## src/hdl/dio_pkg.sv

```systemverilog
// ============================================================================
// dio_pkg
// Shared types, register indexes, mode codes and reset values for the
// debounced I/O block with remote output override.
// ============================================================================
package dio_pkg;

    // Configuration port
    localparam int unsigned CFG_INDEX_W = 3;
    localparam int unsigned CFG_DATA_W  = 16;

    localparam logic [CFG_INDEX_W-1:0] REG_INPUT_MODES  = 3'd0;
    localparam logic [CFG_INDEX_W-1:0] REG_OUTPUT_MODES = 3'd1;
    localparam logic [CFG_INDEX_W-1:0] REG_SLOW_COUNT   = 3'd2;
    localparam logic [CFG_INDEX_W-1:0] REG_FAST_COUNT   = 3'd3;
    localparam logic [CFG_INDEX_W-1:0] REG_LOCK_LIMIT   = 3'd4;

    // Register reset values
    localparam logic [8:0]  RST_INPUT_MODES  = 9'd146;
    localparam logic [8:0]  RST_OUTPUT_MODES = 9'd146;
    localparam logic [15:0] RST_SLOW_COUNT   = 16'd10000;
    localparam logic [15:0] RST_FAST_COUNT   = 16'd50;
    localparam logic [15:0] RST_LOCK_LIMIT   = 16'd5112;

    // Default debounce counter width
    localparam int unsigned COUNT_WIDTH_DEF = 16;

    // Channel mode codes (input and output)
    localparam logic [2:0] MODE_SAMPLE = 3'd2;  // input: sample pin
    localparam logic [2:0] MODE_FOLLOW = 3'd2;  // output: pin follows byte
    localparam logic [2:0] MODE_FREEZE = 3'd3;
    localparam logic [2:0] MODE_ON     = 3'd4;
    localparam logic [2:0] MODE_OFF    = 3'd5;

    // Output byte bit that is time limited under override
    localparam int unsigned LOCK_BIT = 6;
    // First output byte bit that drives a pin
    localparam int unsigned DRIVE_BASE = 5;

    typedef struct packed {
        logic [8:0]  input_modes;
        logic [8:0]  output_modes;
        logic [15:0] slow_count;
        logic [15:0] fast_count;
        logic [15:0] lock_limit_ms;
    } cfg_t;

    // One input beat
    typedef struct packed {
        logic [31:0] now_ms;
        logic [2:0]  pin_levels;
        logic        app_write;
        logic [7:0]  app_value;
        logic        remote_request;
        logic [7:0]  remote_value;
    } item_t;

endpackage

```

## src/hdl/debounced_io_with_remote_override.sv

```systemverilog
// ============================================================================
// debounced_io_with_remote_override
// Debounced digital inputs with a remotely overridable output byte.
// ============================================================================
// Usage:
//   Each input beat on s_* is one service tick: it carries the millisecond
//   time, raw active-low pin levels, an optional application write of the
//   output byte and the remote override request. Every tick yields exactly
//   one result beat on m_* with the debounced inputs, the output byte, the
//   three pin drive levels and the override flag.
//   A beat accepted on s_* is registered, processed once the result slot
//   is free, and its result is then valid on m_*. Throughput: one beat
//   per cycle unless m_ready stalls. The input register is refilled while the
//   result waits, so a stalled m_ready holds at most one beat in each stage;
//   s_ready drops only when both are full and the result is not taken.
//   The tick state registers double as the result register, so they advance
//   only when the previous result has gone.
//   Configuration: cfg_valid/cfg_index/cfg_data write one register per beat,
//   cfg_ready is always high; write only while no tick is in flight.
//   Reset (aresetn low, synchronous): registers take their default values,
//   all tick state clears, no beats are held.
// ============================================================================
module debounced_io_with_remote_override
    import dio_pkg::*;
#(
    parameter int unsigned COUNT_WIDTH = COUNT_WIDTH_DEF
) (
    input  logic                   aclk,
    input  logic                   aresetn,
    // configuration
    input  logic                   cfg_valid,
    output logic                   cfg_ready,
    input  logic [CFG_INDEX_W-1:0] cfg_index,
    input  logic [CFG_DATA_W-1:0]  cfg_data,
    // input ticks
    input  logic                   s_valid,
    output logic                   s_ready,
    input  logic [31:0]            s_now_ms,
    input  logic [2:0]             s_pin_levels,
    input  logic                   s_app_write,
    input  logic [7:0]             s_app_value,
    input  logic                   s_remote_request,
    input  logic [7:0]             s_remote_value,
    // results
    output logic                   m_valid,
    input  logic                   m_ready,
    output logic [2:0]             m_debounced_inputs,
    output logic [7:0]             m_output_byte,
    output logic [2:0]             m_drive_pins,
    output logic                   m_override_active
);

    cfg_t  cfg;
    item_t item_reg;
    logic  in_valid_reg;
    logic  m_valid_reg;
    logic  advance;

    // Tick is processed when the result slot is free or being emptied
    assign advance = in_valid_reg && (!m_valid_reg || m_ready);
    assign s_ready = !in_valid_reg || advance;
    assign m_valid = m_valid_reg;

    // Input register
    always_ff @(posedge aclk) begin
        if (!aresetn) begin
            in_valid_reg <= 1'b0;
        end else if (s_ready) begin
            in_valid_reg <= s_valid;
        end
    end

    always_ff @(posedge aclk) begin
        if (s_valid && s_ready) begin
            item_reg.now_ms         <= s_now_ms;
            item_reg.pin_levels     <= s_pin_levels;
            item_reg.app_write      <= s_app_write;
            item_reg.app_value      <= s_app_value;
            item_reg.remote_request <= s_remote_request;
            item_reg.remote_value   <= s_remote_value;
        end
    end

    // Result valid flag
    always_ff @(posedge aclk) begin
        if (!aresetn) begin
            m_valid_reg <= 1'b0;
        end else if (advance) begin
            m_valid_reg <= 1'b1;
        end else if (m_ready) begin
            m_valid_reg <= 1'b0;
        end
    end

    dio_cfg u_cfg (
        .aclk      (aclk),
        .aresetn   (aresetn),
        .cfg_valid (cfg_valid),
        .cfg_ready (cfg_ready),
        .cfg_index (cfg_index),
        .cfg_data  (cfg_data),
        .cfg       (cfg)
    );

    dio_debounce #(
        .COUNT_WIDTH (COUNT_WIDTH)
    ) u_debounce (
        .aclk       (aclk),
        .aresetn    (aresetn),
        .en         (advance),
        .cfg        (cfg),
        .pin_levels (item_reg.pin_levels),
        .debounced  (m_debounced_inputs)
    );

    dio_override u_override (
        .aclk            (aclk),
        .aresetn         (aresetn),
        .en              (advance),
        .cfg             (cfg),
        .item            (item_reg),
        .output_byte     (m_output_byte),
        .drive_pins      (m_drive_pins),
        .override_active (m_override_active)
    );

    // A held tick is never dropped while waiting for the result slot
    a_in_keep: assert property (@(posedge aclk) disable iff (!aresetn)
        in_valid_reg && !advance |=> in_valid_reg)
        else $error("pending tick lost");

    // Every processed tick shows up as a result
    a_result: assert property (@(posedge aclk) disable iff (!aresetn)
        advance |=> m_valid_reg)
        else $error("processed tick produced no result");

endmodule

```

## src/hdl/dio_cfg.sv

```systemverilog
// ============================================================================
// dio_cfg
// Configuration register file; writes to unknown indexes are dropped.
// ============================================================================
module dio_cfg
    import dio_pkg::*;
(
    input  logic                   aclk,
    input  logic                   aresetn,
    input  logic                   cfg_valid,
    output logic                   cfg_ready,
    input  logic [CFG_INDEX_W-1:0] cfg_index,
    input  logic [CFG_DATA_W-1:0]  cfg_data,
    output cfg_t                   cfg
);

    cfg_t cfg_reg;

    assign cfg_ready = 1'b1;
    assign cfg       = cfg_reg;

    // Register writes
    always_ff @(posedge aclk) begin
        if (!aresetn) begin
            cfg_reg.input_modes   <= RST_INPUT_MODES;
            cfg_reg.output_modes  <= RST_OUTPUT_MODES;
            cfg_reg.slow_count    <= RST_SLOW_COUNT;
            cfg_reg.fast_count    <= RST_FAST_COUNT;
            cfg_reg.lock_limit_ms <= RST_LOCK_LIMIT;
        end else if (cfg_valid) begin
            case (cfg_index)
                REG_INPUT_MODES:  cfg_reg.input_modes   <= cfg_data[8:0];
                REG_OUTPUT_MODES: cfg_reg.output_modes  <= cfg_data[8:0];
                REG_SLOW_COUNT:   cfg_reg.slow_count    <= cfg_data;
                REG_FAST_COUNT:   cfg_reg.fast_count    <= cfg_data;
                REG_LOCK_LIMIT:   cfg_reg.lock_limit_ms <= cfg_data;
                default: ;
            endcase
        end
    end

endmodule

```

## src/hdl/dio_debounce.sv

```systemverilog
// ============================================================================
// dio_debounce
// Samples three active-low input pins and debounces each channel with a
// saturating per-channel counter. State advances only on enable.
// ============================================================================
module dio_debounce
    import dio_pkg::*;
#(
    parameter int unsigned COUNT_WIDTH = COUNT_WIDTH_DEF
) (
    input  logic       aclk,
    input  logic       aresetn,
    input  logic       en,
    input  cfg_t       cfg,
    input  logic [2:0] pin_levels,
    output logic [2:0] debounced
);

    localparam int unsigned CMP_W = (COUNT_WIDTH > 16) ? COUNT_WIDTH : 16;
    localparam logic [COUNT_WIDTH-1:0] CNT_MAX = '1;

    logic [2:0]             sampled_reg, sampled_next;
    logic [2:0]             debounced_reg, debounced_next;
    logic [COUNT_WIDTH-1:0] cnt_reg [3];
    logic [COUNT_WIDTH-1:0] cnt_next [3];

    // Per-channel sample, force and debounce
    always_comb begin
        logic [2:0]             mode;
        logic [15:0]            limit;
        logic [COUNT_WIDTH-1:0] cnt_inc;
        sampled_next   = sampled_reg;
        debounced_next = debounced_reg;
        for (int ch = 0; ch < 3; ch++) begin
            mode        = cfg.input_modes[3*ch +: 3];
            limit       = (ch == 2) ? cfg.fast_count : cfg.slow_count;
            cnt_next[ch] = cnt_reg[ch];
            cnt_inc     = (cnt_reg[ch] == CNT_MAX) ? cnt_reg[ch]
                                                   : cnt_reg[ch] + 1'b1;
            if (mode == MODE_SAMPLE) begin
                sampled_next[ch] = ~pin_levels[ch];
            end
            if (mode == MODE_OFF) begin
                sampled_next[ch] = 1'b0;
            end else if (mode == MODE_ON) begin
                sampled_next[ch] = 1'b1;
            end else if (mode == MODE_FREEZE) begin
                // channel held
            end else if (sampled_next[ch] != debounced_reg[ch]) begin
                if (CMP_W'(cnt_inc) >= CMP_W'(limit)) begin
                    cnt_next[ch]       = '0;
                    debounced_next[ch] = sampled_next[ch];
                end else begin
                    cnt_next[ch] = cnt_inc;
                end
            end else begin
                cnt_next[ch] = '0;
            end
        end
    end

    always_ff @(posedge aclk) begin
        if (!aresetn) begin
            sampled_reg   <= '0;
            debounced_reg <= '0;
            for (int ch = 0; ch < 3; ch++) begin
                cnt_reg[ch] <= '0;
            end
        end else if (en) begin
            sampled_reg   <= sampled_next;
            debounced_reg <= debounced_next;
            for (int ch = 0; ch < 3; ch++) begin
                cnt_reg[ch] <= cnt_next[ch];
            end
        end
    end

    assign debounced = debounced_reg;

    // Debounced state moves only on a processed beat
    a_deb_hold: assert property (@(posedge aclk) disable iff (!aresetn)
        !en |=> $stable(debounced_reg))
        else $error("debounced state changed without a beat");

endmodule

```

## src/hdl/dio_override.sv

```systemverilog
// ============================================================================
// dio_override
// Output byte path: application write, remote override with save/restore
// and bit-6 time lock, then per-bit output modes driving three pins.
// ============================================================================
module dio_override
    import dio_pkg::*;
(
    input  logic       aclk,
    input  logic       aresetn,
    input  logic       en,
    input  cfg_t       cfg,
    input  item_t      item,
    output logic [7:0] output_byte,
    output logic [2:0] drive_pins,
    output logic       override_active
);

    logic [7:0]  out_reg, out_next;
    logic [7:0]  saved_reg, saved_next;
    logic        ovr_reg, ovr_next;
    logic        lock_timing_reg, lock_timing_next;
    logic [31:0] lock_start_reg, lock_start_next;
    logic [2:0]  drive_reg, drive_next;
    logic [31:0] elapsed;

    assign elapsed = item.now_ms - lock_start_reg;

    // Byte update for one tick
    always_comb begin
        logic [2:0] mode;
        out_next         = item.app_write ? item.app_value : out_reg;
        saved_next       = saved_reg;
        ovr_next         = ovr_reg;
        lock_timing_next = lock_timing_reg;
        lock_start_next  = lock_start_reg;
        drive_next       = drive_reg;

        // remote override
        if (item.remote_request) begin
            if (!ovr_reg) begin
                saved_next = out_next;
                ovr_next   = 1'b1;
            end
            out_next = item.remote_value;
            if (item.remote_value[LOCK_BIT] && !lock_timing_reg) begin
                lock_timing_next = 1'b1;
                lock_start_next  = item.now_ms;
            end else if (!item.remote_value[LOCK_BIT]) begin
                lock_timing_next = 1'b0;
            end else if (elapsed >= {16'd0, cfg.lock_limit_ms}) begin
                out_next[LOCK_BIT] = 1'b0;
            end
        end else if (ovr_reg) begin
            out_next         = saved_reg;
            ovr_next         = 1'b0;
            lock_timing_next = 1'b0;
        end

        // output modes on bits 5..7
        for (int k = 0; k < 3; k++) begin
            mode = cfg.output_modes[3*k +: 3];
            case (mode)
                MODE_OFF: begin
                    out_next[DRIVE_BASE+k] = 1'b0;
                    drive_next[k]          = 1'b0;
                end
                MODE_ON: begin
                    out_next[DRIVE_BASE+k] = 1'b1;
                    drive_next[k]          = 1'b1;
                end
                MODE_FOLLOW: begin
                    drive_next[k] = out_next[DRIVE_BASE+k];
                end
                default: ;
            endcase
        end
    end

    always_ff @(posedge aclk) begin
        if (!aresetn) begin
            out_reg         <= '0;
            saved_reg       <= '0;
            ovr_reg         <= 1'b0;
            lock_timing_reg <= 1'b0;
            lock_start_reg  <= '0;
            drive_reg       <= '0;
        end else if (en) begin
            out_reg         <= out_next;
            saved_reg       <= saved_next;
            ovr_reg         <= ovr_next;
            lock_timing_reg <= lock_timing_next;
            lock_start_reg  <= lock_start_next;
            drive_reg       <= drive_next;
        end
    end

    assign output_byte     = out_reg;
    assign drive_pins      = drive_reg;
    assign override_active = ovr_reg;

    // Override follows the request of the processed beat
    a_ovr_set: assert property (@(posedge aclk) disable iff (!aresetn)
        en && item.remote_request |=> ovr_reg)
        else $error("override not latched on request");

    a_ovr_end: assert property (@(posedge aclk) disable iff (!aresetn)
        en && !item.remote_request |=> !ovr_reg && !lock_timing_reg)
        else $error("override or lock timer survived end of request");

endmodule

```

## config.mk

```make
export PLATFORM = sky130hd
export DESIGN_NAME = debounced_io_with_remote_override
export DESIGN_NICKNAME = d
export VERILOG_FILES = /design/src/hdl/dio_pkg.sv /design/src/hdl/debounced_io_with_remote_override.sv /design/src/hdl/dio_cfg.sv /design/src/hdl/dio_debounce.sv /design/src/hdl/dio_override.sv
export SDC_FILE = /design/constraint.sdc
export NUM_CORES = 1
export LEC_CHECK = 0
export BUFFER_PORTS_ARGS = -buffer_cell sky130_fd_sc_hd__buf_2
export CELL_PAD_IN_SITES_DETAIL_PLACEMENT = 1
export CELL_PAD_IN_SITES_GLOBAL_PLACEMENT = 1
export CORE_ASPECT_RATIO = 0.75
export CORE_MARGIN = 2
export CORE_UTILIZATION = 40
export DETAILED_ROUTE_END_ITERATION = 12
export PLACE_DENSITY_LB_ADDON = 0.1
export SYNTH_ARGS = -nofsm -noshare
export SYNTH_HDL_FRONTEND = slang
export SYNTH_SLANG_ARGS = --single-unit
```

## constraint.sdc

```tcl
create_clock -name aclk -period 5.89 [get_ports aclk]
set_clock_uncertainty 0.2 [all_clocks]
set_input_delay 0.2945 -clock aclk [delete_from_list [all_inputs] [get_ports aclk]]
set_output_delay 0.2945 -clock aclk [all_outputs]
set_load 0.01 [all_outputs]
```

* Word-level counts from Yosys, hierarchy flattened
Memory sizes are Yosys's and may differ from the RTL's. Index checks and enable logic that the tools add are counted.
Storage, ports and cells: register bits after elaboration 180, latch bits 0, bits in writable memories 48, memory bits (read-only) 0, output and inout bits 18, logic and storage cells 162, memories kept 1
Memory list:
- u_debounce.cnt_reg | depth 3, width 16, read ports 3, clocked after memory_dff 0, wr ports 3, RTL line dio_debounce.sv:24 | logic [COUNT_WIDTH-1:0] cnt_reg [3];
Cells by class: $add $sub $neg 4, multipliers 0, divide/modulo/power cells 0, $lt $le $gt $ge 4, eq/ne operators 32, shift-type cells 0, multiplexer cells 53, bitwise operators 15, reduce and logical (&&, ||, !) cells 28
Operators with widths (number):
- $mux W16 | 21
- $add A16 B1 Y16 const B | 3
- $eq A16 B16 Y1 const B | 3
- $ge A16 B16 Y1 | 3
- $eq A3 B3 Y1 const B | 13
- $eq A3 B2 Y1 const B | 11
- $ge A32 B16 Y1 | 1
- $sub A32 B32 Y32 | 1
- $mux W8 | 3
- $mux W1 | 23
- $reduce_and A2 Y1 | 9
- $reduce_and A6 Y1 | 3
- $not A1 Y1 | 12
- $pmux W1 S3 | 3
- $reduce_bool A3 Y1 | 3
- $pmux W1 S2 | 3
- $reduce_and A3 Y1 | 2
- $reduce_bool A2 Y1 | 2
- $eq A3 B1 Y1 const B | 1
- $logic_and A1 B1 Y1 | 3
- $logic_not A1 Y1 | 3
- $logic_not A3 Y1 | 1
- $ne A1 B1 Y1 | 3
- $ne A3 B2 Y1 const B | 1
- 2 further kinds | 5

* Depth between registers and ports, before layout
Gate-level depths: netlist of run 1. An unclocked memory read counts as a cell.
depth in word-level cells 10, depth in mapped cells 22, mapped depth without buffers 22

* Modules after synthesis
A second synthesis of run 1 with hierarchy kept.
Second synthesis, totals: cell total of the unflattened synthesis 1419, area total of the unflattened synthesis 13260.2 um2
Modules (own cells, without submodules):
- dio_override | times used 1, cells each 632, area each 4551.9 um2, seq. area each 1061.0 um2
- dio_debounce | times used 1, cells each 473, area each 4418.0 um2, seq. area each 1561.5 um2
- dio_cfg | times used 1, cells each 252, area each 2595.0 um2, seq. area each 1321.3 um2
- debounced_io_with_remote_override | times used 1, cells each 62, area each 1695.4 um2, seq. area each 1631.6 um2

* Worst setup path after synthesis of run 1
Ideal clock, no wire load.
path kind register to register, start point reg item_reg[29] (netlist bit), end point reg u_override.out_reg[6], in the netlist u_override.output_byte[6], library setup time 0.070 ns, arrival time 4.163 ns, required time 5.620 ns, slack 1.457 ns, cell stages (with the launch flop) 21, clock period less this slack 4.433 ns, cells stage by stage edfxtp_1 > ha_1 > a21o_1 > a221o_1 > a21oi_2 > o21ai_2 > a31oi_1 > o21ai_0 > xor2_1 > ha_1 > nand2_1 > a2bb2oi_1 > nand3_1 > or4_4 > nor3_2 > o2111ai_1 > a2111oi_2 > o2111ai_1 > o41ai_2 > o21ai_1 > a21boi_1
Between the ends: word-level cells in the longest chain between the ends 7
Ends and longest elaborated chain:
- start, declared | RTL line debounced_io_with_remote_override.sv:54 | item_t item_reg;
- $sub A32 B32 Y32 | RTL line dio_override.sv:27 | assign elapsed = item.now_ms - lock_start_reg;
- $ge A32 B16 Y1 | RTL line dio_override.sv:51 | end else if (elapsed >= {16'd0, cfg.lock_limit_ms}) begin
- $mux W1 | RTL line dio_override.sv:51
- $mux W1 | RTL line dio_override.sv:49 | end else if (!item.remote_value[LOCK_BIT]) begin
- $mux W1 | RTL line dio_override.sv:46 | if (item.remote_value[LOCK_BIT] && !lock_timing_reg) begin
- $mux W8 | RTL line dio_override.sv:40 | if (item.remote_request) begin
- $pmux W1 S2 | RTL line dio_override.sv:63 | case (mode)
- end signal, assigned | RTL line dio_override.sv:89 | out_reg <= out_next;
- end, declared | RTL line dio_override.sv:19 | logic [7:0] out_reg, out_next;
No other way between the ends. A chain may end at the register's enable or synchronous reset.

* Worst setup path after layout of run 1
Ends and elaborated chain as after synthesis.

==> impl.org, run 1 <==
** CTS
- Clock insertion delay at the later pin of the skew report :: 0.53 ns
- Master cell of the clock root buffer :: clkbuf_16
- TritonCTS built the clock tree.
- Maximum clock path buffer count :: 3
- Cts bufs inserted :: 26
- The clock net in this run drives a total of 228 sinks.
- Number of H-tree branching levels :: 1
- In this run, post-CTS repair resized a total of 0 instances.
- Clock-pin slew on the worst setup and hold paths :: 0.06 ns

** Synthesis
- In the synthesized netlist, the number of instances is 1,433.
- The synthesized netlist occupies a cell area of 13,020 um2.
- Yosys printed 0 warnings.
- Counting flops with a built-in enable in the synthesized netlist gives 101.
- Flip-flop cell with the highest count after synthesis :: dfxtp_1
- Net count after synthesis :: ~1,600
- Synth Area per Inst :: 9.087 um2
- Fraction of registers with async set/reset :: 0%
- Synthesis instantiated 78 different standard cells from the library.
- The synthesized design contains around 230 register bits.
- Of the synthesized area, sequential elements account for 42.82%.

** Global routing
- Remaining global-route overflow :: 0
- Busiest grt layer :: met1
- Wire length of the first global-routing pass :: 58,750 um
- Entering global routing, the biggest net connects 90 pins.
- The number of antenna violations at the first check in global routing is 2.
- In the global route stage, overall resource usage came out at a little over a fifth.
- The number of global-route vias before repair came to 10,890.
- Fraction of met2 tracks used by global routing :: 32.13%
- Met1 usage :: around a third
- Met3 usage :: ~3.3%

** STA
- Relative slew margins :: 43.02%
- Based on the critical path, the design can be clocked at up to 197.6 MHz.
- Setup slack closes at 0.8288 ns.
- Final critical-path required period :: between 5 and 6 ns
- Setup TNS :: 0 ns
- Setup violations remaining at the end of the flow were counted as 0.
- Setup repair after global routing left no endpoint under its margin.
- The final critical path takes up 85.93% of the cycle.
- The final-report max-slew violation count came to 0.
- Final hold vios :: 0
- At the pin with the least slew margin, the transition time is about 0.85 ns.

** Die
- Pin placement for this block handled 95 I/O pins.
- Initial Util :: about two fifths
- Core Area :: 32,240 um2
- The initialized floorplan defines 57 standard-cell rows.
- Die Ht :: 160.3 um
- Total die area :: 34,030 um2
- Die Span X :: 212.3 um

** Setup path
- Required time at the worst-slack endpoint :: 6.16 ns
- Among all stages on the critical path, the largest delay is contributed by or4_4.
- Worst-path cell chain :: ha_1 > a21o_1 > a221o_1 > a21oi_2 > o21ai_2 > a31oi_1 > o21ai_0 > xor2_1 > ha_1 > nand2_1 > a2bb2oi_1 > nand3_1 > or4_4 > nor3_2 > o2111ai_1 > a2111oi_2 > o2111ai_1 > o41ai_2 > o21ai_1 > a21boi_1
- Critical path data arrival time :: between 5 and 6 ns
- STA classifies the critical path startpoint as a register.
- Startpoint-to-endpoint class of the critical path :: register to register
- Crit path largest cell delay :: 0.52 ns
- STA classifies the critical path endpoint as a register.
- Of all nets on the critical path, the largest fanout is 5.

** Worst hold path
- The worst hold path belongs to the class primary input to register.

** Place
- Counting tap cells, the placed design contains a total of 1,919 instances.
- DPL Wire Length :: around 26,000 um
- Total of buffers placed on input and output ports :: between 90 and 100
- Last weighted congestion value of the routability-driven placer :: 0.8421
- After detailed placement, the total cell area comes to 13,830 um2.
- OpenSTA, run right after detailed placement, puts the worst setup slack at between 0.8 and 0.9 ns.

** Pwr
- For this design the ratio of total power to cell area is around 260 nW/um2.
- Worst VDD drop :: 0.1870 mV
- P_leak :: 6.075 nW

** Finish
- Filler-free cell count of the finished design :: 2,042
- The post-route netlist has 10.76% of its cells at a drive strength greater than 1.
- Relative to the synthesized area, the layout overhead comes to 18.38%.
- Largest register FFs :: 66
- Final nets :: 1,754
- Layout Cell Area excl Fill :: ~15,000 um2

** Route
- Routed wire per std cell :: approximately 18 um
- Number of DRC violations after detailed routing :: 0
- DRT antenna net count :: 0
- After detailed routing, the number of vias per cell comes to 5.188.
- The routed layout has ~11,000 vias.
- First-pass detailed-route iteration total :: 5
- Final routed wirelength across all metal layers :: 36,220 um
- Number of violations reported at the end of detailed-routing iteration 0 :: 513

** Job
- Across the run, the number of max-cap violations was 0.

** Outcome
- Run status :: completed
[metal layers]
metal	up-vias	share of wire, %	routed length (um)
met5	-	0	0
met3	42	3.0	1102
met2	148	43	15420
met1	5107	53	19130
li1	5297	-	-
met4	0	1.6	572
[Yosys cell counts (all sizes together) (3+ instances only)]
| cell type | n | area share (%) |
|---|---|---|
| ha | 98 | 9.4 |
| a31oi | 6 | 0.29 |
| mux2i | 13 | 1.0 |
| xor2 | 16 | 1.1 |
| a21boi | 82 | 4.7 |
| and2 | 13 | 0.62 |
| nor4 | 4 | 0.19 |
| edfxtp | 101 | 23 |
| o21bai | 4 | 0.23 |
| dfxtp | 127 | 20 |
| a21oi | 78 | 3.2 |
| a211oi | 10 | 0.61 |
| o21ai | 43 | 1.8 |
| nor3 | 17 | 0.69 |
| inv | 92 | 2.7 |
| o211a | 7 | 0.54 |
| buf | 8 | 0.58 |
| clkbuf | 46 | 1.4 |
| nand2 | 280 | 8.1 |
| nor4b | 4 | 0.27 |
| nand3b | 7 | 0.40 |
| a21o | 25 | 1.4 |
| o211ai | 30 | 1.9 |
| and3 | 12 | 0.61 |
| or2 | 3 | 0.14 |
| nand2b | 21 | 1.0 |
| o21a | 17 | 0.98 |
| nor2 | 74 | 2.2 |
| nor3b | 8 | 0.46 |
| or3 | 7 | 0.37 |
| xnor2 | 43 | 2.9 |
| nor2b | 46 | 2.2 |
| and4 | 4 | 0.27 |
| nand3 | 30 | 1.2 |
| nand4 | 22 | 1.1 |
[stage by stage]
step,util (%),power [mW],hold WS [ns]
after floorplan,-,2.157,0.1934
after global placement,42.90,2.314,0.2504
after detailed placement,42.90,2.333,0.2573
after CTS,47.80,4.009,0.06683
after global routing,47.82,4.150,0.1282
final,47.82,3.962,0.08621
[cell families (layout without fill, tap and decap cells)]
logic type | after synthesis | count (layout) | share of synthesized area (%)
muxes | 14 | 14 | 1.086
adders and majority gates | 99 | 99 | 9.571
xor gates and xnor gates | 59 | 59 | 3.968
DFF | 228 | 228 | 42.82
and+or+nand+nor | 558 | 558 | 20.10
AOI/OAI and AO/OA | 328 | 328 | 17.80
buffers and inverters | 146 | 311 | 4.631
other | 1 | 3 | 0.02880
[path summary, 6_finish.rpt]
kind,slack (ns),to,startpoint,depth (start not counted)
hold reg to reg,0.26,u_override.lock_start_reg[28],u_override.lock_start_reg[28],2
setup / recovery,0.83,u_override.output_byte[6],item_reg[29],20
hold / removal,0.09,u_cfg.cfg[53],cfg_index[1],4
setup reg to reg,0.83,u_override.output_byte[6],item_reg[29],20
[final cells by class]
cell class	count	area [um2]
fillers	3758	16820
multi-input cells	1059	6849
flip-flops and latches	228	5575
repair buffers	171	1236
clock buffers	38	775.7
well taps	442	553.0
inverters	92	345.3
clock inverters	10	75.07
diodes	2	5.005
[critical path: cells and delay by family, from the launching register on]
kind / cells / cell delay (ns)
xor gates and xnor gates: 1 / 0.17
and+or+nand+nor: 4 / 0.83
DFF: 1 / 0.40
AOI/OAI and AO/OA: 13 / 2.69
adders and majority gates: 2 / 0.71
[timing repair]
action,in CTS,in global routing
hold buffers,73,0
setup buffers,0,0
endpoints found under the hold margin,121,0
[report_power, final]
group / total, mW / internal (mW) / switching (mW)
clock: 1.62 / 0.955 / 0.667
sequential: 1.78 / 1.72 / 0.0510
combinational: 0.563 / 0.240 / 0.323
[cells in the final DEF, fill, tap and decap left out, types with 5 or more instances in the layout]
| cell type | n |
|---|---|
| a211oi_1 | 9 |
| a21boi_0 | 80 |
| a21o_1 | 25 |
| a21oi_1 | 73 |
| a31oi_1 | 6 |
| and2_1 | 12 |
| and3_1 | 11 |
| buf_2 | 92 |
| buf_4 | 6 |
| clkbuf_1 | 5 |
| clkbuf_16 | 28 |
| dfxtp_1 | 127 |
| dlygate4sd3_1 | 73 |
| edfxtp_1 | 101 |
| ha_1 | 98 |
| inv_1 | 92 |
| mux2i_1 | 13 |
| nand2_1 | 280 |
| nand2b_1 | 21 |
| nand3_1 | 30 |
| nand3b_1 | 7 |
| nand4_1 | 22 |
| nor2_1 | 72 |
| nor2b_1 | 45 |
| nor3_1 | 16 |
| nor3b_1 | 8 |
| o211a_1 | 7 |
| o211ai_1 | 27 |
| o21a_1 | 17 |
| o21ai_0 | 31 |
| o21ai_1 | 6 |
| o21ai_2 | 6 |
| or3_1 | 6 |
| xnor2_1 | 43 |
| xor2_1 | 16 |
Note: power is estimated with default switching activity, not from simulation.
==> inputs of run 2 (changes only) <==
--- a/config.mk
+++ b/config.mk
@@ -10,7 +10,7 @@
 export CELL_PAD_IN_SITES_GLOBAL_PLACEMENT = 1
 export CORE_ASPECT_RATIO = 0.75
 export CORE_MARGIN = 2
-export CORE_UTILIZATION = 40
+export CORE_UTILIZATION = 41
 export DETAILED_ROUTE_END_ITERATION = 12
 export PLACE_DENSITY_LB_ADDON = 0.1
 export SYNTH_ARGS = -nofsm -noshare
==> impl.org, run 2 (same netlist as run 1, synthesis figures left out) <==
** Setup path
- Startpoint-to-endpoint class of the critical path :: register to register
- The worst path arrival time is 5.37 ns (+0.04 ns).
- The critical path required time came to 6.17 ns (about the same).
- The biggest fanout along the worst timing path was 5 (unchanged).
- The worst setup path is captured at a register.
- Kind of start point of the critical path :: register

** Route
- Routed wire per std cell :: 17.89 um (+0.88%)
- Number of DRC violations after detailed routing :: 0 (unchanged)
- The via-per-instance ratio came to 5.295 (+2.1%).
- Number of violations reported at the end of detailed-routing iteration 0 :: 596 (+16%)
- The count of vias placed by the detailed router came to 10,610 (+0.17%).
- First-pass detailed-route iteration total :: 5 (unchanged)
- The number of routed nets with antenna violations is 0 (unchanged).
- The wire length after detailed routing is 35,860 um (-1.0%).

** Finish
- The count of nets after finishing was 1,754 (unchanged).
- The flip-flop count of the largest register, all copies and words added is 66 (unchanged).
- The library cell used most frequently in the layout, excluding fill and tap cells, is nand2_1.
- Filler-free cell count of the finished design :: 2,004 (-1.9%)
- Utilization of the core after routing :: 49.24% (+1.4 points)
- Most used cells in the layout excluding fill and tap cells :: nand2_1 (280), dfxtp_1 (127), edfxtp_1 (101)
- Antenna diode instance count :: 0 (-2)
- Ratio of cells with drive above 1 in the final layout :: 11.08% (+0.31 points)
- Compared with the post-synthesis result, the final layout area differs by 18.16%.

** Place
- DPL Wire Length :: 25,880 um (-1.4%)
- The number of port buffers was 93 (unchanged).
- Last weighted congestion value of the routability-driven placer :: 0.8287 (-1.6%)
- Placed cells :: 1,883 (-1.9%)

** CTS
- The clock latency on the worst-skew pair is 0.55 ns (+0.02 ns).
- Maximum clock path buffer count :: 3 (unchanged)
- Number of H-tree branching levels :: 1 (unchanged)
- The number of buffers created by CTS came to 27 (+3.8%).
- The sink count of the clock tree is 228 (unchanged).
- CTS placed an instance of clkbuf_16 at the clock tree root.
- TritonCTS built the clock tree.
- Clock-pin slew on the worst setup and hold paths :: 0.06 ns (about the same)
- The count of instances resized after the clock tree is built came to 0 (unchanged).

** Die
- The height of the die was 158.3 um (-1.2%).
- Die Span X :: 209.8 um (-1.2%)
- The core outline area is 31,250 um2 (-3.1%).
- The die area came to 33,220 um2 (-2.4%).
- Number of placement rows :: 56 (-1.8%)
- Initial Util :: 41.67% (+1.3 points)
- The boundary pin count was 95 (unchanged).

** STA
- Fmax :: 196.6 MHz (-0.51%)
- The normalized max-slew margin was 41.74% (-1.3 points).
- Final cycle utilization of the critical path :: 86.37% (+0.44 points)
- Slew @ Worst Pin :: 0.8738 ns (+0.01915 ns)
- The final-report max-slew violation count is 0 (unchanged).
- The number of failing hold endpoints at the final stage was 0 (unchanged).
- The setup total negative slack is 0 ns (unchanged).
- Count of final setup violators :: 0 (unchanged)
- Post-route worst hold slack :: 0.02474 ns (-0.06147 ns)
- Unrepaired setup endpoints after global routing :: false
- The time the final worst path needs with I/O delays and setup was 5.087 ns (+0.02609 ns).

** Worst hold path
- The tightest min-delay check is of the primary input to register type.

** Global routing
- The number of antenna violations at the first check in global routing was 0 (-2).
- The total congestion overflow came to 0 (unchanged).
- Met1 usage :: 32.89% (-0.24 points)
- Met3 usage :: 3.195% (-0.069 points)
- Maximum number of pins on one net before global-route repair :: 77 (-14%)
- Number of global-route vias before repair :: 10,530 (-3.3%)
- Total global-route track usage :: 21.82% (+0.19 points)
- The global-route wire length before repair came to 57,620 um (-1.9%).
- Fraction of met2 tracks used by global routing :: 33.33% (+1.2 points)
- Busiest grt layer :: met2

** Outcome
- The flow ran to the end, and the final reports show no timing, DRC or antenna violations.

** Pwr
- The reported leakage power came to 6.092 nW (+0.27%).
- The worst voltage drop across the vdd grid is 0.2341 mV (+25%).
- Total Power :: 3.989 mW (+0.68%)
- The ratio of total power to cell area is 259.2 nW/um2 (+0.86%).

** Job
- The count of maximum capacitance violations is 0 (unchanged).
-- run 2: cell types whose count changed in the layout (fill, tap and decap cells not counted), moves of 2 or more --
cell,change
clkbuf_8,+3
clkinv_1,-4
clkinv_2,+3
diode_2,-2
-- run 2: area by class of cell --
type / count / area (um2)
Fill cell: 3574 / 15860
Clock inverter: 8 / 47.55
Inverter: 92 / 345.3
Clock buffer: 41 / 834.6
Sequential cell: 228 / 5575
Tap cell: 406 / 508.0
Timing Repair Buffer: 170 / 1226
Multi-Input combinational cell: 1059 / 6849
-- run 2: critical path: stages, from the launching register on --
cell,delay (ns)
edfxtp_1,0.41
ha_1,0.40
a21o_1,0.20
a221o_1,0.35
a21oi_2,0.17
o21ai_2,0.14
a31oi_1,0.27
o21ai_0,0.17
xor2_1,0.18
ha_1,0.32
nand2_1,0.08
a2bb2oi_1,0.20
nand3_1,0.10
or4_4,0.51
nor3_2,0.11
o2111ai_1,0.15
a2111oi_2,0.31
o2111ai_1,0.20
o41ai_2,0.32
o21ai_1,0.09
a21boi_1,0.12
-- run 2: path summary, 6_finish.rpt --
check / end / startpoint / slack, ns / depth (start not counted)
worst max-delay path: u_override.output_byte[6] / item_reg[29] / 0.80 / 20
worst min-delay path: u_cfg.cfg[45] / aresetn / 0.02 / 2
worst max register to register: u_override.output_byte[6] / item_reg[29] / 0.80 / 20
worst min register to register: u_override.lock_start_reg[30] / u_override.lock_start_reg[30] / 0.26 / 2
-- run 2: report_power, final --
part,total (mW),switching (mW),internal (mW)
logic,0.559,0.320,0.238
registers,1.78,0.0502,1.73
clock network,1.65,0.680,0.975
-- run 2: timing repair --
item,CTS,global route
buffers inserted,0,0
endpoints found under the hold margin,121,0
hold buffers,72,0
-- run 2: routing by layer --
metal | wire (um) | part of all wire (%)
met5 | 0 | 0
met4 | 513 | 1.4
met3 | 1244 | 3.5
met2 | 15250 | 43
met1 | 18860 | 53
-- run 2: stage by stage --
stage	area, um2	setup WS, ns
CTS	15390	0.8715
global placement	13780	1.103
floorplan	13020	1.457
global route	15390	0.4803
detailed placement	13780	0.9157
finish	15390	0.8027
==> inputs of run 3 (changes only) <==
--- a/config.mk
+++ b/config.mk
@@ -5,6 +5,7 @@
 export SDC_FILE = /design/constraint.sdc
 export NUM_CORES = 1
 export LEC_CHECK = 0
+export ABC_AREA = 1
 export BUFFER_PORTS_ARGS = -buffer_cell sky130_fd_sc_hd__buf_2
 export CELL_PAD_IN_SITES_DETAIL_PLACEMENT = 1
 export CELL_PAD_IN_SITES_GLOBAL_PLACEMENT = 1
==> constraint.sdc (replaced) <==
create_clock -name aclk -period 5.5 [get_ports aclk]
set_clock_uncertainty 0.2 [all_clocks]
set_input_delay 0.275 -clock aclk [delete_from_list [all_inputs] [get_ports aclk]]
set_output_delay 0.275 -clock aclk [all_outputs]
set_load 0.01 [all_outputs]
==> impl.org, run 3 <==
** Outcome
- Run status :: completed

** Global routing
- The number of antenna violations at the first check in global routing is 0 (unchanged).
- The global-route wire length before repair was 65,310 um (+13%).
- Remaining global-route overflow :: 0 (unchanged)
- Number of global-route vias before repair :: 12,220 (+16%)
- The overall global routing resource usage is 23.24% (+1.4 points).
- Maximum number of pins on one net before global-route repair :: 64 (-17%)

** Synthesis
- Count of unique library cells instantiated by Yosys :: 54 (-31%)
- Number of flops mapped to enable cells by yosys :: 101 (unchanged)
- Post-synthesis instance total :: 1,796 (+25%)
- Yosys reg bits :: 228 (unchanged)
- The average instance area after synthesis is 7.558 um2 (-17%).
- The area fraction of the dominant cell type after synthesis came to 22.34% (-0.95 points).
- Fraction of registers with async set/reset :: 0% (unchanged)
- In the post-synthesis netlist, the biggest area contributors are edfxtp_1 (22%), dfxtp_1 (19%), nand2_1 (10%), inv_1 (9.2%), ha_1 (9.0%).
- The post-synth net total came to 1,972 (+23%).
- Flip-flop cell with the highest count after synthesis :: dfxtp_1
- Largest area contributor in the netlist :: edfxtp_1
- Sequential cell area fraction in the yosys report :: 41.07% (-1.7 points)
- Synthesis Warnings :: 0 (unchanged)
- Commonest cells in the netlist :: nand2_1 (373), inv_1 (332), a21oi_1 (165), nor2_1 (142), o21ai_0 (132)
- The most common cell in the synthesized netlist is nand2_1.
- The synthesized area is 13,570 um2 (+4.2%).

** Route
- Vias per cell :: 5.052 (-4.6%)
- The count of vias placed by the detailed router is 12,240 (+15%).
- The wire length after detailed routing was 39,950 um (+11%).
- Number of violations reported at the end of detailed-routing iteration 0 :: 625 (+4.9%)
- The average routed wire per standard cell was 16.49 um (-7.9%).
- The number of routed nets with antenna violations was 0 (unchanged).
- First-pass detailed-route iteration total :: 5 (unchanged)
- Number of DRC violations after detailed routing :: 0 (unchanged)

** Place
- The routability congestion estimate came to 0.8262 (-0.30%).
- Total of buffers placed on input and output ports :: 93 (unchanged)
- The post-placement worst setup slack is 1.224 ns (+0.3081 ns).
- DPL Wire Length :: 30,140 um (+16%)

** CTS
- The number of buffers inserted to repair setup after CTS is 0 (unchanged).
- The sink count of the clock tree is 228 (unchanged).
- Clock tree from TritonCTS :: done
- The number of buffers created by CTS is 26 (-3.7%).
- The number of buffers between clock root and the deepest sink was 3 (unchanged).
- Number of H-tree branching levels :: 1 (unchanged)
- Clock-pin slew on the worst setup and hold paths :: 0.07 ns (about the same)
- The clock latency on the worst-skew pair is 0.57 ns (+0.02 ns).
- The count of instances resized after the clock tree is built came to 0 (unchanged).
- In this run the clock root is driven by a clkbuf_16.

** Setup path
- The worst path arrival time is 4.50 ns (-0.87 ns).
- Source of the worst register-to-register timing path :: u_debounce.cnt_reg[0][0]
- Kind of start point of the critical path :: register
- The longest individual stage delay on the worst path was 0.64 ns (+0.13 ns).
- The worst setup path is captured at a register.
- Startpoint-to-endpoint class of the critical path :: register to register
- The critical path required time is 5.58 ns (-0.59 ns).
- Reg-to-reg slack, setup :: 1.07 ns (+0.27 ns)
- On the critical path, the stage with the largest delay is an instance of o41ai_1.
- Tracing the worst setup path back leads to its startpoint at u_debounce.cnt_reg[0][0].
- The biggest fanout along the worst timing path was 16 (+11).
- The critical path goes through ha_1 > inv_1 > nor2_1 > nand2_1 > nor4_4 > nand2_1 > nor2_4 > inv_2 > nand3_1 > xor2_1 > inv_1 > ha_1 > nand2_1 > inv_1 > nand4_1 > o41ai_1 > a211o_1 > nor2b_1.

** Die
- The initial cell density of the core was 41.74% (+0.072 points).
- The height of the die is 161.6 um (+2.0%).
- Total die area :: 34,600 um2 (+4.2%)
- The standard-cell row count was 57 (+1.8%).
- The boundary pin count was 95 (unchanged).
- Core Area :: 32,520 um2 (+4.1%)
- Die Span X :: 214.1 um (+2.1%)

** STA
- The worst hold margin is 0.05831 ns (+0.03357 ns).
- The setup total negative slack was 0 ns (unchanged).
- Final hold vios :: 0 (unchanged)
- Final cycle utilization of the critical path :: 80.46% (-5.9 points)
- The upper clock frequency limit is 226.0 MHz (+15%).
- Slew @ Worst Pin :: 1.100 ns (+0.2265 ns)
- Number of pins exceeding their max-slew limit in the final report :: 0 (unchanged)
- Final critical-path required period :: 4.425 ns (-0.6623 ns)
- Setup repair after global routing left no endpoint under its margin.
- Relative slew margins :: 26.64% (-15 points)
- The worst path setup slack after routing was 1.075 ns (+0.2723 ns).
- Count of final setup violators :: 0 (unchanged)

** Pwr
- The worst voltage drop across the vdd grid came to 0.2499 mV (+6.8%).
- The ratio of total power to cell area is 274.0 nW/um2 (+5.7%).
- The reported leakage power was 7.508 nW (+23%).

** Finish
- Area delta synth->final :: 18.77%
- The count of nets after finishing is 2,137 (+22%).
- The flip-flop count of the largest register, all copies and words added came to 66 (unchanged).
- Most used cells in the layout excluding fill and tap cells :: nand2_1 (372), inv_1 (331), a21oi_1 (165)
- Leaving out fill and tap cells, the most frequent cell in the layout is nand2_1.
- Antenna diode instance count :: 0 (unchanged)
- Ratio of cells with drive above 1 in the final layout :: 9.894% (-1.2 points)

** Worst hold path
- Path category of the worst min-delay check :: primary input to register
- The startpoint identified for the worst hold timing path is cfg_index[2].

** Job
- MaxCap Viol Count :: 0 (unchanged)
==> run 3: what timing repair did <==
| item | in CTS | in global routing |
|---|---|---|
| setup endpoints to repair | 0 | 0 |
| hold endpoints to repair | 127 | 0 |
| hold buffers | 75 | 0 |
==> run 3: cell type report <==
cell class	count	area, um2
Multi-Input combinational cell	1189	6574
Tap cell	442	553.0
Fill cell	4102	16400
Sequential cell	228	5575
Clock buffer	37	753.2
Clock inverter	11	112.6
Inverter	340	1277
Timing Repair Buffer	176	1276
==> run 3: routing by layer <==
| layer | global-route usage, % | wire length (um) | up-vias | part of all wire (%) |
|---|---|---|---|---|
| li1 | - | - | 6183 | - |
| met1 | 35.20 | 20880 | 5841 | 52 |
| met2 | 35.67 | 16860 | 182 | 42 |
| met3 | 3.089 | 1644 | 35 | 4.1 |
| met4 | 3.883 | 569 | 0 | 1.4 |
| met5 | 0 | 0 | - | 0 |
==> run 3: path summary, 6_finish.rpt <==
| kind | to | cells after the start |
|---|---|---|
| worst max-delay path | u_debounce.cnt_reg[0][15] | 18 |
| worst min-delay path | u_cfg.cfg[20] | 5 |
| worst max register to register | u_debounce.cnt_reg[0][15] | 18 |
| worst min register to register | u_override.lock_start_reg[12] | 2 |
==> run 3: logic make-up (layout without fill, tap and decap cells) <==
logic type	count (synthesis)	after routing	share of synthesized area (%)
fa+ha+maj	99	99	9.181
compound gates	354	354	14.15
simple gates	696	696	22.45
buf+inv	379	564	10.54
xor+xnor	39	39	2.572
flops	228	228	41.07
other cells	1	1	0.02763
==> run 3: worst max-delay path, delay by kind of cell (launching register included) <==
kind	cells	cell delay, ns
AO/OA/AOI/OAI	2	1.23
adder cells (fa/ha/maj)	2	0.50
buffers and inverters	4	0.30
flip-flops	1	0.42
XOR/XNOR	1	0.20
AND/OR/NAND/NOR	9	1.29
==> run 3: report_power, final <==
group | leakage (nW) | switching [mW] | total [mW] | internal [mW]
logic | 5.02 | 0.469 | 0.744 | 0.274
clock network | 0.430 | 0.750 | 1.76 | 1.01
registers | 2.06 | 0.0553 | 1.92 | 1.86
==> run 3: through the flow <==
step	util (%)	area (um2)	std cells	total power [mW]
after global routing	49.57	16120	2423	4.651
after floorplan	-	13570	1796	2.411
after global placement	44.60	14510	2300	2.615
after detailed placement	44.60	14510	2300	2.647
after CTS	49.57	16120	2423	4.469
final	49.57	16120	2423	4.417
